[config.mk]
export PLATFORM = sky130hd
export DESIGN_NAME = telemetry_frame_deframer_top_flat
export DESIGN_NICKNAME = d
export VERILOG_FILES = /design/src/rtl/tfd_pkg.sv /design/src/rtl/tfd_if.sv /design/src/rtl/tfd_parser.sv /design/src/rtl/telemetry_frame_deframer_top.sv /design/src/flat_wrapper.sv
export SDC_FILE = /design/constraint.sdc
export NUM_CORES = 1
export LEC_CHECK = 0
export CORE_ASPECT_RATIO = 1.75
export CORE_MARGIN = 1
export CORE_UTILIZATION = 55
export CTS_CLUSTER_DIAMETER = 30
export CTS_CLUSTER_SIZE = 20
export DETAILED_ROUTE_END_ITERATION = 16
export DONT_BUFFER_PORTS = 1
export PLACE_DENSITY_LB_ADDON = 0.25
export SLEW_MARGIN = 20
export SYNTH_ARGS = -nofsm -noshare
export SYNTH_HDL_FRONTEND = slang
export SYNTH_HIERARCHICAL = 1
export SYNTH_SLANG_ARGS = --single-unit
[constraint.sdc]
create_clock -name clock -period 4.6 [get_ports clock]
set_clock_uncertainty 0.15 [all_clocks]
set_input_delay 0.69 -clock clock [delete_from_list [all_inputs] [get_ports clock]]
set_output_delay 0.69 -clock clock [all_outputs]
set_load 0.005 [all_outputs]
[src/rtl/tfd_pkg.sv]
// shared types, constants and crc helper for the telemetry frame deframer
`timescale 1ns / 1ps

package tfd_pkg;

   localparam int MAX_FRAME = 64;

   localparam int CNT_W  = 7;
   localparam int BYTE_W = 8;
   localparam int TIME_W = 16;
   localparam int QOFS_W = 6;
   localparam int CSR_W  = 8;
   localparam int CSR_IDX_W = 3;

   localparam logic FUNC_CHUNK = 1'b0;
   localparam logic FUNC_BYTE  = 1'b1;

   localparam logic [BYTE_W-1:0] LEN_MIN = BYTE_W'(2);
   localparam logic [BYTE_W-1:0] LEN_MAX = BYTE_W'(MAX_FRAME - 2);
   localparam logic [CNT_W-1:0]  CNT_MAX = CNT_W'(MAX_FRAME);
   localparam logic [CNT_W-1:0]  QUALITY_BASE = CNT_W'(3);
   localparam logic [CNT_W-1:0]  SIZE_MIN = CNT_W'(4);
   localparam logic [CNT_W-1:0]  LINK_STATS_MIN_SIZE = CNT_W'(14);
   localparam logic [CNT_W-1:0]  CNT_TYPE = CNT_W'(2);

   localparam logic [CSR_IDX_W-1:0] CSR_HEADER_RADIO    = 3'd0;
   localparam logic [CSR_IDX_W-1:0] CSR_HEADER_SYNC     = 3'd1;
   localparam logic [CSR_IDX_W-1:0] CSR_LINK_STATS_TYPE = 3'd2;
   localparam logic [CSR_IDX_W-1:0] CSR_QUALITY_OFFSET  = 3'd3;
   localparam logic [CSR_IDX_W-1:0] CSR_CRC_POLYNOMIAL  = 3'd4;
   localparam logic [CSR_IDX_W-1:0] CSR_PARTIAL_TIMEOUT = 3'd5;

   localparam logic [BYTE_W-1:0] RST_HEADER_RADIO    = 8'd234;
   localparam logic [BYTE_W-1:0] RST_HEADER_SYNC     = 8'd200;
   localparam logic [BYTE_W-1:0] RST_LINK_STATS_TYPE = 8'd20;
   localparam logic [QOFS_W-1:0] RST_QUALITY_OFFSET  = 6'd2;
   localparam logic [BYTE_W-1:0] RST_CRC_POLYNOMIAL  = 8'd213;
   localparam logic [BYTE_W-1:0] RST_PARTIAL_TIMEOUT = 8'd10;

   typedef struct packed {
      logic [BYTE_W-1:0] header_radio;
      logic [BYTE_W-1:0] header_sync;
      logic [BYTE_W-1:0] link_stats_type;
      logic [QOFS_W-1:0] quality_offset;
      logic [BYTE_W-1:0] crc_polynomial;
      logic [BYTE_W-1:0] partial_timeout;
   } cfg_type;

   typedef struct packed {
      logic              func;
      logic [BYTE_W-1:0] data_byte;
      logic [TIME_W-1:0] now;
      logic              force_restart;
   } req_beat_type;

   typedef struct packed {
      logic              crc_ok;
      logic [CNT_W-1:0]  frame_size;
      logic [BYTE_W-1:0] frame_type;
      logic [BYTE_W-1:0] header_value;
      logic              link_stats;
      logic              receiver_seen;
   } rsp_beat_type;

   // msb-first crc-8 over one byte, unrolled
   function automatic logic [BYTE_W-1:0] crc8_step(input logic [BYTE_W-1:0] crc,
                                                    input logic [BYTE_W-1:0] data,
                                                    input logic [BYTE_W-1:0] poly);
      logic [BYTE_W-1:0] c;
      c = crc ^ data;
      for (int k = 0; k < BYTE_W; k++) begin
         if (c[BYTE_W-1]) begin
            c = {c[BYTE_W-2:0], 1'b0} ^ poly;
         end else begin
            c = {c[BYTE_W-2:0], 1'b0};
         end
      end
      return c;
   endfunction

endpackage

[src/rtl/tfd_if.sv]
// valid/ready channel interfaces for request and response beats
`timescale 1ns / 1ps

interface tfd_req_if;
   logic                        valid;
   logic                        ready;
   logic                        func;
   logic [tfd_pkg::BYTE_W-1:0]  data_byte;
   logic [tfd_pkg::TIME_W-1:0]  now;
   logic                        force_restart;

   modport source (output valid, output func, output data_byte, output now,
                   output force_restart, input ready);
   modport sink   (input valid, input func, input data_byte, input now,
                   input force_restart, output ready);
endinterface

interface tfd_rsp_if;
   logic                        valid;
   logic                        ready;
   logic                        crc_ok;
   logic [tfd_pkg::CNT_W-1:0]   frame_size;
   logic [tfd_pkg::BYTE_W-1:0]  frame_type;
   logic [tfd_pkg::BYTE_W-1:0]  header_value;
   logic                        link_stats;
   logic                        receiver_seen;

   modport source (output valid, output crc_ok, output frame_size, output frame_type,
                   output header_value, output link_stats, output receiver_seen,
                   input ready);
   modport sink   (input valid, input crc_ok, input frame_size, input frame_type,
                   input header_value, input link_stats, input receiver_seen,
                   output ready);
endinterface

[src/rtl/tfd_parser.sv]
// frame parser state and single-pass next-state logic
`timescale 1ns / 1ps

module tfd_parser (
   input  logic                  clock,
   input  logic                  reset,
   input  logic                  step,
   input  tfd_pkg::req_beat_type item,
   input  tfd_pkg::cfg_type      cfg,
   output logic                  result_valid,
   output tfd_pkg::rsp_beat_type result
);
   import tfd_pkg::*;

   logic [CNT_W-1:0]  byte_count_ff, byte_count_in;
   logic [BYTE_W-1:0] opening_header_ff, opening_header_in;
   logic [BYTE_W-1:0] length_value_ff, length_value_in;
   logic [BYTE_W-1:0] type_value_ff, type_value_in;
   logic              quality_nonzero_ff, quality_nonzero_in;
   logic [BYTE_W-1:0] running_crc_ff, running_crc_in;
   logic [TIME_W-1:0] start_time_ff, start_time_in;

   logic              is_header;
   logic [TIME_W-1:0] age;
   logic [CNT_W-1:0]  count_next;
   logic [CNT_W:0]    size_expected;
   logic [CNT_W-1:0]  quality_index;
   logic              link_stats;

   assign is_header     = (item.data_byte == cfg.header_radio) ||
                          (item.data_byte == cfg.header_sync);
   assign age           = item.now - start_time_ff;
   assign count_next    = byte_count_ff + CNT_W'(1);
   assign size_expected = (CNT_W+1)'({1'b0, length_value_ff}) + (CNT_W+1)'(2);
   assign quality_index = QUALITY_BASE + CNT_W'(cfg.quality_offset);

   always_comb begin
      byte_count_in      = byte_count_ff;
      opening_header_in  = opening_header_ff;
      length_value_in    = length_value_ff;
      type_value_in      = type_value_ff;
      quality_nonzero_in = quality_nonzero_ff;
      running_crc_in     = running_crc_ff;
      start_time_in      = start_time_ff;
      result_valid       = 1'b0;
      link_stats         = 1'b0;
      result             = '0;

      if (item.func == FUNC_CHUNK) begin
         // chunk start check
         if (item.force_restart || (byte_count_ff >= CNT_MAX) ||
             ((byte_count_ff != '0) && (age > TIME_W'(cfg.partial_timeout)))) begin
            byte_count_in = '0;
         end
      end else if (byte_count_ff == '0) begin
         if (is_header) begin
            start_time_in     = item.now;
            opening_header_in = item.data_byte;
            byte_count_in     = CNT_W'(1);
         end
      end else if (byte_count_ff == CNT_W'(1)) begin
         if ((item.data_byte < LEN_MIN) || (item.data_byte > LEN_MAX)) begin
            // bad length, a header byte reopens a frame
            if (is_header) begin
               opening_header_in = item.data_byte;
               byte_count_in     = CNT_W'(1);
            end else begin
               byte_count_in = '0;
            end
         end else begin
            length_value_in    = item.data_byte;
            running_crc_in     = '0;
            quality_nonzero_in = 1'b0;
            byte_count_in      = CNT_W'(2);
         end
      end else begin
         if (byte_count_ff == CNT_TYPE) begin
            type_value_in = item.data_byte;
         end
         if (byte_count_ff == quality_index) begin
            quality_nonzero_in = (item.data_byte != '0);
         end
         if ({1'b0, byte_count_ff} <= length_value_ff) begin
            running_crc_in = crc8_step(running_crc_ff, item.data_byte, cfg.crc_polynomial);
         end
         byte_count_in = count_next;
         if ((count_next >= SIZE_MIN) && ({1'b0, count_next} == size_expected)) begin
            link_stats           = (type_value_in == cfg.link_stats_type) &&
                                   (count_next >= LINK_STATS_MIN_SIZE);
            result_valid         = 1'b1;
            result.crc_ok        = (running_crc_ff == item.data_byte);
            result.frame_size    = count_next;
            result.frame_type    = type_value_in;
            result.header_value  = opening_header_ff;
            result.link_stats    = link_stats;
            result.receiver_seen = link_stats && quality_nonzero_in;
            byte_count_in        = '0;
         end
      end
   end

   always_ff @(posedge clock) begin
      if (reset) begin
         byte_count_ff      <= '0;
         opening_header_ff  <= '0;
         length_value_ff    <= '0;
         type_value_ff      <= '0;
         quality_nonzero_ff <= 1'b0;
         running_crc_ff     <= '0;
         start_time_ff      <= '0;
      end else if (step) begin
         byte_count_ff      <= byte_count_in;
         opening_header_ff  <= opening_header_in;
         length_value_ff    <= length_value_in;
         type_value_ff      <= type_value_in;
         quality_nonzero_ff <= quality_nonzero_in;
         running_crc_ff     <= running_crc_in;
         start_time_ff      <= start_time_in;
      end
   end

endmodule

[src/rtl/telemetry_frame_deframer_top.sv]
// telemetry frame deframer top level: csr bank, input and result registers
//
// usage
//   req_bus carries one beat per received serial byte (func 1) or per chunk
//   start check (func 0, with now and force_restart). rsp_bus carries one
//   beat per completed frame: crc_ok, frame_size, frame_type, header_value,
//   link_stats and receiver_seen. csr_* writes the six control registers;
//   the user must write them only while no request beat is in flight; the
//   block does not enforce it. an accepted beat is held in the input
//   register; as it advances it is parsed and any response is registered.
//   throughput: one request beat per cycle while the response is not
//   stalled; the crc update and the frame checks are a single pass of logic
//   between the input register and the response register.
//   reset: control registers return to their defaults, the parser goes to
//   hunting for a header and both channels are empty.
//   stall: a held response keeps its payload; one further request beat is
//   taken into the input register and then req_bus.ready drops until the
//   response is taken.
`timescale 1ns / 1ps

module telemetry_frame_deframer_top (
   input  logic                          clock,
   input  logic                          reset,
   tfd_req_if.sink                       req_bus,
   tfd_rsp_if.source                     rsp_bus,
   input  logic                          csr_write_en,
   input  logic [tfd_pkg::CSR_IDX_W-1:0] csr_index,
   input  logic [tfd_pkg::CSR_W-1:0]     csr_wdata
);
   import tfd_pkg::*;

   cfg_type      cfg_ff, cfg_in;
   logic         req_valid_ff, req_valid_in;
   req_beat_type req_beat_ff;
   logic         rsp_valid_ff, rsp_valid_in;
   rsp_beat_type rsp_beat_ff;
   logic         advance;
   logic         req_take;
   logic         result_valid;
   rsp_beat_type result;

   // csr bank
   always_comb begin
      cfg_in = cfg_ff;
      if (csr_write_en) begin
         case (csr_index)
            CSR_HEADER_RADIO:    cfg_in.header_radio    = csr_wdata;
            CSR_HEADER_SYNC:     cfg_in.header_sync     = csr_wdata;
            CSR_LINK_STATS_TYPE: cfg_in.link_stats_type = csr_wdata;
            CSR_QUALITY_OFFSET:  cfg_in.quality_offset  = csr_wdata[QOFS_W-1:0];
            CSR_CRC_POLYNOMIAL:  cfg_in.crc_polynomial  = csr_wdata;
            CSR_PARTIAL_TIMEOUT: cfg_in.partial_timeout = csr_wdata;
            default:             cfg_in = cfg_ff;
         endcase
      end
   end

   // handshake
   assign advance       = req_valid_ff && (!rsp_valid_ff || rsp_bus.ready);
   assign req_bus.ready = !req_valid_ff || advance;
   assign req_take      = req_bus.valid && req_bus.ready;

   always_comb begin
      req_valid_in = req_valid_ff;
      if (req_take) begin
         req_valid_in = 1'b1;
      end else if (advance) begin
         req_valid_in = 1'b0;
      end

      rsp_valid_in = rsp_valid_ff;
      if (advance) begin
         rsp_valid_in = result_valid;
      end else if (rsp_bus.ready) begin
         rsp_valid_in = 1'b0;
      end
   end

   always_ff @(posedge clock) begin
      if (reset) begin
         cfg_ff.header_radio    <= RST_HEADER_RADIO;
         cfg_ff.header_sync     <= RST_HEADER_SYNC;
         cfg_ff.link_stats_type <= RST_LINK_STATS_TYPE;
         cfg_ff.quality_offset  <= RST_QUALITY_OFFSET;
         cfg_ff.crc_polynomial  <= RST_CRC_POLYNOMIAL;
         cfg_ff.partial_timeout <= RST_PARTIAL_TIMEOUT;
         req_valid_ff           <= 1'b0;
         rsp_valid_ff           <= 1'b0;
      end else begin
         cfg_ff       <= cfg_in;
         req_valid_ff <= req_valid_in;
         rsp_valid_ff <= rsp_valid_in;
      end
   end

   always_ff @(posedge clock) begin
      if (req_take) begin
         req_beat_ff.func          <= req_bus.func;
         req_beat_ff.data_byte     <= req_bus.data_byte;
         req_beat_ff.now           <= req_bus.now;
         req_beat_ff.force_restart <= req_bus.force_restart;
      end
      if (advance && result_valid) begin
         rsp_beat_ff <= result;
      end
   end

   tfd_parser u_parser (
      .clock        (clock),
      .reset        (reset),
      .step         (advance),
      .item         (req_beat_ff),
      .cfg          (cfg_ff),
      .result_valid (result_valid),
      .result       (result)
   );

   assign rsp_bus.valid         = rsp_valid_ff;
   assign rsp_bus.crc_ok        = rsp_beat_ff.crc_ok;
   assign rsp_bus.frame_size    = rsp_beat_ff.frame_size;
   assign rsp_bus.frame_type    = rsp_beat_ff.frame_type;
   assign rsp_bus.header_value  = rsp_beat_ff.header_value;
   assign rsp_bus.link_stats    = rsp_beat_ff.link_stats;
   assign rsp_bus.receiver_seen = rsp_beat_ff.receiver_seen;

endmodule

[src/flat_wrapper.sv]
// flat-port wrapper written by rule: the top's interface ports become plain ports
module telemetry_frame_deframer_top_flat import tfd_pkg::*;
  (clock, reset, csr_write_en, csr_index, csr_wdata, req_bus_valid, req_bus_func, req_bus_data_byte, req_bus_now, req_bus_force_restart, req_bus_ready, rsp_bus_valid, rsp_bus_crc_ok, rsp_bus_frame_size, rsp_bus_frame_type, rsp_bus_header_value, rsp_bus_link_stats, rsp_bus_receiver_seen, rsp_bus_ready);
  tfd_req_if req_bus_i ();
  tfd_rsp_if rsp_bus_i ();
  input  logic clock;
  input  logic reset;
  input  logic csr_write_en;
  input  logic [tfd_pkg::CSR_IDX_W-1:0] csr_index;
  input  logic [tfd_pkg::CSR_W-1:0] csr_wdata;
  input wire logic [$bits(req_bus_i.valid)-1:0] req_bus_valid;
  input wire logic [$bits(req_bus_i.func)-1:0] req_bus_func;
  input wire logic [$bits(req_bus_i.data_byte)-1:0] req_bus_data_byte;
  input wire logic [$bits(req_bus_i.now)-1:0] req_bus_now;
  input wire logic [$bits(req_bus_i.force_restart)-1:0] req_bus_force_restart;
  output wire logic [$bits(req_bus_i.ready)-1:0] req_bus_ready;
  output wire logic [$bits(rsp_bus_i.valid)-1:0] rsp_bus_valid;
  output wire logic [$bits(rsp_bus_i.crc_ok)-1:0] rsp_bus_crc_ok;
  output wire logic [$bits(rsp_bus_i.frame_size)-1:0] rsp_bus_frame_size;
  output wire logic [$bits(rsp_bus_i.frame_type)-1:0] rsp_bus_frame_type;
  output wire logic [$bits(rsp_bus_i.header_value)-1:0] rsp_bus_header_value;
  output wire logic [$bits(rsp_bus_i.link_stats)-1:0] rsp_bus_link_stats;
  output wire logic [$bits(rsp_bus_i.receiver_seen)-1:0] rsp_bus_receiver_seen;
  input wire logic [$bits(rsp_bus_i.ready)-1:0] rsp_bus_ready;
  assign req_bus_i.valid = req_bus_valid;
  assign req_bus_i.func = req_bus_func;
  assign req_bus_i.data_byte = req_bus_data_byte;
  assign req_bus_i.now = req_bus_now;
  assign req_bus_i.force_restart = req_bus_force_restart;
  assign req_bus_ready = req_bus_i.ready;
  assign rsp_bus_valid = rsp_bus_i.valid;
  assign rsp_bus_crc_ok = rsp_bus_i.crc_ok;
  assign rsp_bus_frame_size = rsp_bus_i.frame_size;
  assign rsp_bus_frame_type = rsp_bus_i.frame_type;
  assign rsp_bus_header_value = rsp_bus_i.header_value;
  assign rsp_bus_link_stats = rsp_bus_i.link_stats;
  assign rsp_bus_receiver_seen = rsp_bus_i.receiver_seen;
  assign rsp_bus_i.ready = rsp_bus_ready;
  telemetry_frame_deframer_top u_core (.clock(clock), .reset(reset), .req_bus(req_bus_i), .rsp_bus(rsp_bus_i), .csr_write_en(csr_write_en), .csr_index(csr_index), .csr_wdata(csr_wdata));
endmodule
Word-level counts from Yosys, hierarchy flattened
Cells that the tools add are included.
{"block": "totals", "in_bits": 42, "out_inout_bits": 28, "wordCells": 173, "regBits": 156}
{"block": "op_classes", "add_sub_neg": 4, "muxes": 69, "n_eq_ne": 15, "reduce_logical": 39, "bitwise": 14, "n_lt_le_gt_ge": 7}
{"operator": "$mux 8", "count": 47}
{"operator": "$xor 8x8->8", "count": 9}
{"operator": "$mux 7", "count": 7}
{"operator": "$eq 8x8->1", "count": 4}
{"operator": "$gt 16x8->1", "count": 1}
{"operator": "$reduce_and 4->1", "count": 4}
{"operator": "$sub 16x16->16", "count": 1}
{"operator": "$mux 1", "count": 15}
{"operator": "$reduce_and 2->1", "count": 6}
{"operator": "$reduce_bool 2->1", "count": 6}
{"operator": "$reduce_and 5->1", "count": 2}
{"operator": "$add 8x2->8 const B", "count": 1}
{"operator": "$eq 7x8->1", "count": 1}
{"operator": "$gt 8x6->1 const B", "count": 1}
{"operator": "$le 7x8->1", "count": 1}
{"operator": "$lt 8x2->1 const B", "count": 1}
{"operator": "$reduce_bool 8->1", "count": 1}
{"operator": "$add 2x6->7 const A", "count": 1}
{"operator": "$add 7x1->7 const B", "count": 1}
{"operator": "$eq 7x1->1 const B", "count": 1}
{"operator": "$eq 7x2->1 const B", "count": 1}
{"operator": "$eq 7x7->1", "count": 1}
{"operator": "$ge 7x3->1 const B", "count": 1}
{"operator": "$ge 7x4->1 const B", "count": 1}
{"operator": "15 further kinds", "count": 33}

Logic depth before layout (Yosys ltp)
{"block": "depth", "depth_word": 47, "mapped_depth": 19, "ltp_nobuf": 19}

Modules after synthesis
Netlist, hierarchy kept.
{"mod": "tfd_parser", "n_inst": 1, "cells_per_inst": 713, "area_each_um2": 5555.3, "seq_area_each_um2": 1121.1}
{"mod": "telemetry_frame_deframer_top", "n_inst": 1, "cells_per_inst": 240, "area_each_um2": 3528.4, "seq_area_each_um2": 2522.4}

Worst setup path after synthesis
No wires, ideal clock.
{"block": "synth_path", "path_kind": "flip-flop to flip-flop", "from": "register u_core/req_beat_ff[24] in the netlist's numbering", "to": "register u_core.u_parser.running_crc_ff[2]", "n_path_buf": 2, "required_time_ns": 4.333, "arrival_time_ns": 3.298, "stages_incl_launch_ff": 15, "synth_period_minus_slack_ns": 3.565, "slack_ns": 1.035, "setup_ns": 0.117, "path_cell_list": "edfxtp_1 > buf_6 > xnor2_2 > xnor2_1 > and3_4 > or4_4 > and2_2 > buf_2 > xor2_1 > a2111o_1 > o311ai_4 > o21ai_1 > xor2_1 > a21o_1 > a32o_1"}
{"block": "synth_via", "elab_chain_cells": 45, "elab_cells_between_ends": 51, "classes_between": "order compare: 2; eq/ne: 1; mux: 38; bitwise: 8; reduce/logical: 2"}
{"element": "start: declaration", "line": "telemetry_frame_deframer_top.sv:34", "rtl": "req_beat_type req_beat_ff;"}
{"element": "$xor 8x8->8", "line": "tfd_pkg.sv:70", "rtl": "c = crc ^ data;"}
{"element": "$mux 8", "line": "tfd_pkg.sv:72", "rtl": "if (c[BYTE_W-1]) begin"}
{"element": "$mux 8", "line": "tfd_parser.sv:83", "rtl": "if ({1'b0, byte_count_ff} <= length_value_ff) begin"}
{"element": "$mux 8", "line": "tfd_parser.sv:61", "rtl": "end else if (byte_count_ff == CNT_W'(1)) begin"}
{"element": "$mux 8", "line": "tfd_parser.sv:55", "rtl": "end else if (byte_count_ff == '0) begin"}
{"element": "$mux 8", "line": "tfd_parser.sv:49", "rtl": "if (item.func == FUNC_CHUNK) begin"}
{"element": "$xor 8x8->8", "line": "tfd_pkg.sv:73", "rtl": "c = {c[BYTE_W-2:0], 1'b0} ^ poly;"}
{"element": "$mux 8", "line": "tfd_pkg.sv:72"}
{"element": "[29 not listed]"}
{"element": "$mux 8, on equally long branches", "line": "tfd_parser.sv:83, tfd_pkg.sv:72"}
{"element": "$mux 8, on equally long branches", "line": "tfd_parser.sv:61, tfd_parser.sv:83"}
{"element": "$mux 8, on equally long branches", "line": "tfd_parser.sv:55, tfd_parser.sv:61"}
{"element": "$mux 8, on equally long branches", "line": "tfd_parser.sv:49, tfd_parser.sv:55"}
{"element": "$xor 8x8->8 / $mux 8 (equally long branches)", "line": "tfd_pkg.sv:73, tfd_parser.sv:49"}
{"element": "$mux 8", "line": "tfd_pkg.sv:72"}
{"element": "$mux 8", "line": "tfd_parser.sv:83"}
{"element": "$mux 8", "line": "tfd_parser.sv:61"}
{"element": "end signal: assignment", "line": "tfd_parser.sv:117", "rtl": "running_crc_ff <= running_crc_in;"}
{"element": "end: declaration", "line": "tfd_parser.sv:20", "rtl": "logic [BYTE_W-1:0] running_crc_ff, running_crc_in;"}
Several ways; a longest one is shown, not always the timed one. The select of a mux whose other input is x is not followed.
A chain may end at the register's enable or synchronous reset.

Worst setup path in the final report
{"block": "layout_path", "from": "register u_core/req_beat_ff[22] in the netlist's numbering", "to": "register u_core.u_parser.running_crc_ff[2]"}
{"block": "layout_via", "elab_chain_cells": 45, "elab_cells_between_ends": 51, "classes_between": "order compare: 2; eq/ne: 1; mux: 38; bitwise: 8; reduce/logical: 2"}
{"element": "$xor 8x8->8", "line": "tfd_pkg.sv:70"}
{"element": "$xor 8x8->8", "line": "tfd_pkg.sv:73"}
{"element": "$mux 8", "line": "tfd_pkg.sv:72"}
{"element": "$mux 8", "line": "tfd_parser.sv:83"}
{"element": "$mux 8", "line": "tfd_parser.sv:61"}
{"element": "$mux 8", "line": "tfd_parser.sv:55"}
{"element": "$mux 8", "line": "tfd_parser.sv:49"}
{"element": "$xor 8x8->8", "line": "tfd_pkg.sv:73"}
{"element": "[29 not listed]"}
{"element": "$mux 8, on equally long branches", "line": "tfd_parser.sv:83, tfd_pkg.sv:72"}
{"element": "$mux 8, on equally long branches", "line": "tfd_parser.sv:61, tfd_parser.sv:83"}
{"element": "$mux 8, on equally long branches", "line": "tfd_parser.sv:55, tfd_parser.sv:61"}
{"element": "$mux 8, on equally long branches", "line": "tfd_parser.sv:49, tfd_parser.sv:55"}
{"element": "$xor 8x8->8 / $mux 8 (equally long branches)", "line": "tfd_pkg.sv:73, tfd_parser.sv:49"}
{"element": "$mux 8", "line": "tfd_pkg.sv:72"}
{"element": "$mux 8", "line": "tfd_parser.sv:83"}
{"element": "$mux 8", "line": "tfd_parser.sv:61"}
Several ways; a longest one is shown, not always the timed one. The select of a mux whose other input is x is not followed.

==> impl_metrics.json <==
{
  "power_density_mw_per_mm2": 363.5,
  "cp.arrival_ns": 4.27,
  "worstHoldPathCells": 1,
  "min_period_ns": 4.094,
  "routed_wl_um": 21350,
  "fp.dieH_um": 172.0,
  "cp.required_ns": 4.78,
  "async_reset_ff_share_pct": 0,
  "hp-start": "reset",
  "clk_latency_ns": 0.43,
  "ir_drop_v": 0.0002361,
  "fillers": 1370,
  "drive_gt1_share_pct": 7.829,
  "worst_slew_pin_slew_ns": 1.026,
  "slew_violations": 0,
  "nets": 1024,
  "synth_cell_types": 74,
  "cts_tree": "done",
  "place_area_mm2": 0.009260,
  "ff_latch_area_mm2": 0.003643,
  "postLayoutCellArea_mm2": 0.009854,
  "diodes": 0,
  "clk_path_buf_depth": 2,
  "drv_cap": 0,
  "post-route-drc-count": 0,
  "holdBufCountCts": 0,
  "cts-resized-gates": 0,
  "io_pins": 70,
  "dp_cells": 1115,
  "numCtsBuffers": 17,
  "dp_hpwl_um": 15810,
  "die_w_um": 99.15,
  "drtPass1Iterations": 5,
  "die_area_mm2": 0.01705,
  "path_class": "reg2reg",
  "synth_area_leaders": "dfxtp_1, edfxtp_1, mux2i_1",
  "gp_congestion": 0.8853,
  "max_freq_ghz": 0.2443,
  "startpoint": "u_core/req_beat_ff[22]",
  "path_clk_slew_ns": 0.07,
  "stdcell_count": 1147,
  "syn_to_final_growth_pct": 8.485,
  "coreArea_mm2": 0.01603,
  "hold_viol": 0,
  "synth_area_mm2": 0.009084,
  "syn_area_per_cell_um2": 9.532,
  "start_util_pct": 56.67,
  "rr_endpoint": "u_core/u_parser/running_crc_ff[2]",
  "ant_nets": 0,
  "cp_max_fo": 10,
  "syn_inst": 953,
  "p_leak_nw": 3.991,
  "yosysTopAreaCell": "dfxtp_1",
  "grt_pass1_vias": 6597,
  "ys_warn_count": 6,
  "outcome": "finished, final reports clean",
  "hold-path-endpoint": "u_core/u_parser/start_time_ff[10]",
  "synth_edf_count": 52,
  "reg2reg_depth": 12,
  "overflow": 0,
  "ys_seq_area_share_pct": 40.11,
  "synthFlopType": "dfxtp_1",
  "drt-initial-drc-count": 242,
  "num_vias": 6638,
  "synth_nets": 1032,
  "ys_seq_elements": 156,
  "yosysMostFrequentCell": "nor2_1",
  "grt_max_degree": 114,
  "period_share_pct": 89.00,
  "rrSetupSlack_ns": 0.51,
  "yosys-top-cells-count": "nor2_1, dfxtp_1, mux2i_1, xnor2_1, nand2_1",
  "grt_pass1_wl_um": 33810,
  "clock-sinks": 156,
  "regToRegStartpoint": "u_core/req_beat_ff[22]",
  "yosysTopAreaCellShare_pct": 22.92,
  "critPathLaunchType": "flop",
  "setup-tns-final_ns": 0,
  "relSlewSlack_pct": 31.37,
  "rsz0062_at_grt": "false",
  "multiInputGateArea_mm2": 0.005046,
  "setup_viol": 0,
  "post_drt_via_cell_ratio": 5.787,
  "cts_root_buffer": "clkbuf_16",
  "num_rows": 61,
  "postCtsSetupRepairBufs": 0,
  "antenna_found_initial": 0,
  "h-tree-depth": 4,
  "wl_per_cell_um": 18.61,
  "hold_class": "in2reg",
  "critPathCaptureType": "flop",
  "track_usage_pct": 26.20,
  "io_buffers": 0
}
==> sequential cells by signal, summed over array words and instances (netlist names), 8 cells and up <==
register / flops
u_core/u_parser/opening_header_ff: 8
u_core/rsp_bus.header_value: 8
u_core/u_parser/start_time_ff: 16
u_core/u_parser/length_value_ff: 8
u_core/u_parser/type_value_ff: 8
u_core/req_beat_ff: 26
u_core/cfg_ff: 46
u_core/u_parser/running_crc_ff: 8
u_core/rsp_bus.frame_type: 8
==> worst max-delay path by stage <==
stage	to	slack [ns]
2_1_floorplan	u_core/u_parser/running_crc_ff[2]	1.03
3_3_place_gp	u_core/u_parser/running_crc_ff[2]	0.70
3_5_place_dp	u_core/u_parser/running_crc_ff[2]	0.60
4_1_cts	u_core/u_parser/running_crc_ff[2]	0.58
5_1_grt	u_core/u_parser/running_crc_ff[2]	0.17
6_report	u_core/u_parser/running_crc_ff[2]	0.51
==> power by group <==
| part | internal, W | total [W] | switching (W) |
|---|---|---|---|
| registers | 0.00144 | 0.00147 | 0.0000269 |
| clock network | 0.000802 | 0.00139 | 0.000588 |
| logic | 0.000341 | 0.000720 | 0.000380 |
==> area by class of cell <==
class                      count  area share, %
clock buffer                  21          5.117
clock inverter                11         0.9142
inverter                      47          1.790
multi-input combinational    702          51.21
sequential                   156          36.97
tap                          189          2.400
timing repair buffer          21          1.600
==> metal layers <==
metal | vias to the layer above | GRT usage [%] | share of wire (%)
li1 | 3276 | - | -
met1 | 3151 | 25.90 | 37
met2 | 165 | 49.47 | 53
met3 | 46 | 5.255 | 4.5
met4 | 0 | 16.62 | 5.3
met5 | - | 0 | 0
==> cell usage in the layout, fill, tap and decap left out, types with 19 or more instances in the layout <==
cell type / Yosys / layout
nand2_1: 69 / 69
a21oi_1: 19 / 19
ha_1: 36 / 36
dfxtp_1: 104 / 104
nor2_1: 107 / 106
nand2b_1: 42 / 42
o21ai_0: 28 / 28
edfxtp_1: 52 / 52
xnor2_1: 72 / 72
inv_1: 47 / 47
clkbuf_16: 0 / 20
mux2i_1: 103 / 103
xor2_1: 31 / 31
buf_4: 2 / 21
nand3_1: 32 / 32
==> cells by family (layout without fill, tap and decap cells) <==
| group | count (synthesis) | in the layout | synth area share (%) |
|---|---|---|---|
| AO/OA/AOI/OAI | 108 | 108 | 8.264 |
| adder cells (fa/ha/maj) | 37 | 37 | 5.179 |
| XOR/XNOR | 110 | 110 | 11.40 |
| multiplexers | 105 | 105 | 11.60 |
| buffers and inverters | 95 | 100 | 4.435 |
| AND/OR/NAND/NOR | 342 | 342 | 19.01 |
| flip-flops | 156 | 156 | 40.11 |
==> critical path, cell delays in order, from the launching register on <==
cell	delay [ns]
edfxtp_1	0.60
xnor2_2	0.25
xnor2_1	0.35
nor3_1	0.12
o31ai_1	0.51
nand3_1	0.22
xnor2_1	0.48
nand2_1	0.19
o311ai_4	0.39
o21ai_1	0.15
xor2_1	0.21
nand3_1	0.10
a32o_1	0.27
==> stage by stage <==
step                hold WS (ns)  total power, W  utilization [%]  worst slack [ns]
global route              0.1669        0.003727            61.48            0.1663
CTS                       0.1691        0.003605            61.48            0.5837
floorplan                 0.2954        0.002105                -             1.035
finish                    0.1804        0.003582            61.48            0.5062
global placement          0.3112        0.002200            57.78            0.6997
detailed placement        0.3135        0.002217            57.78            0.5995
(Power assumes the default switching activity.)
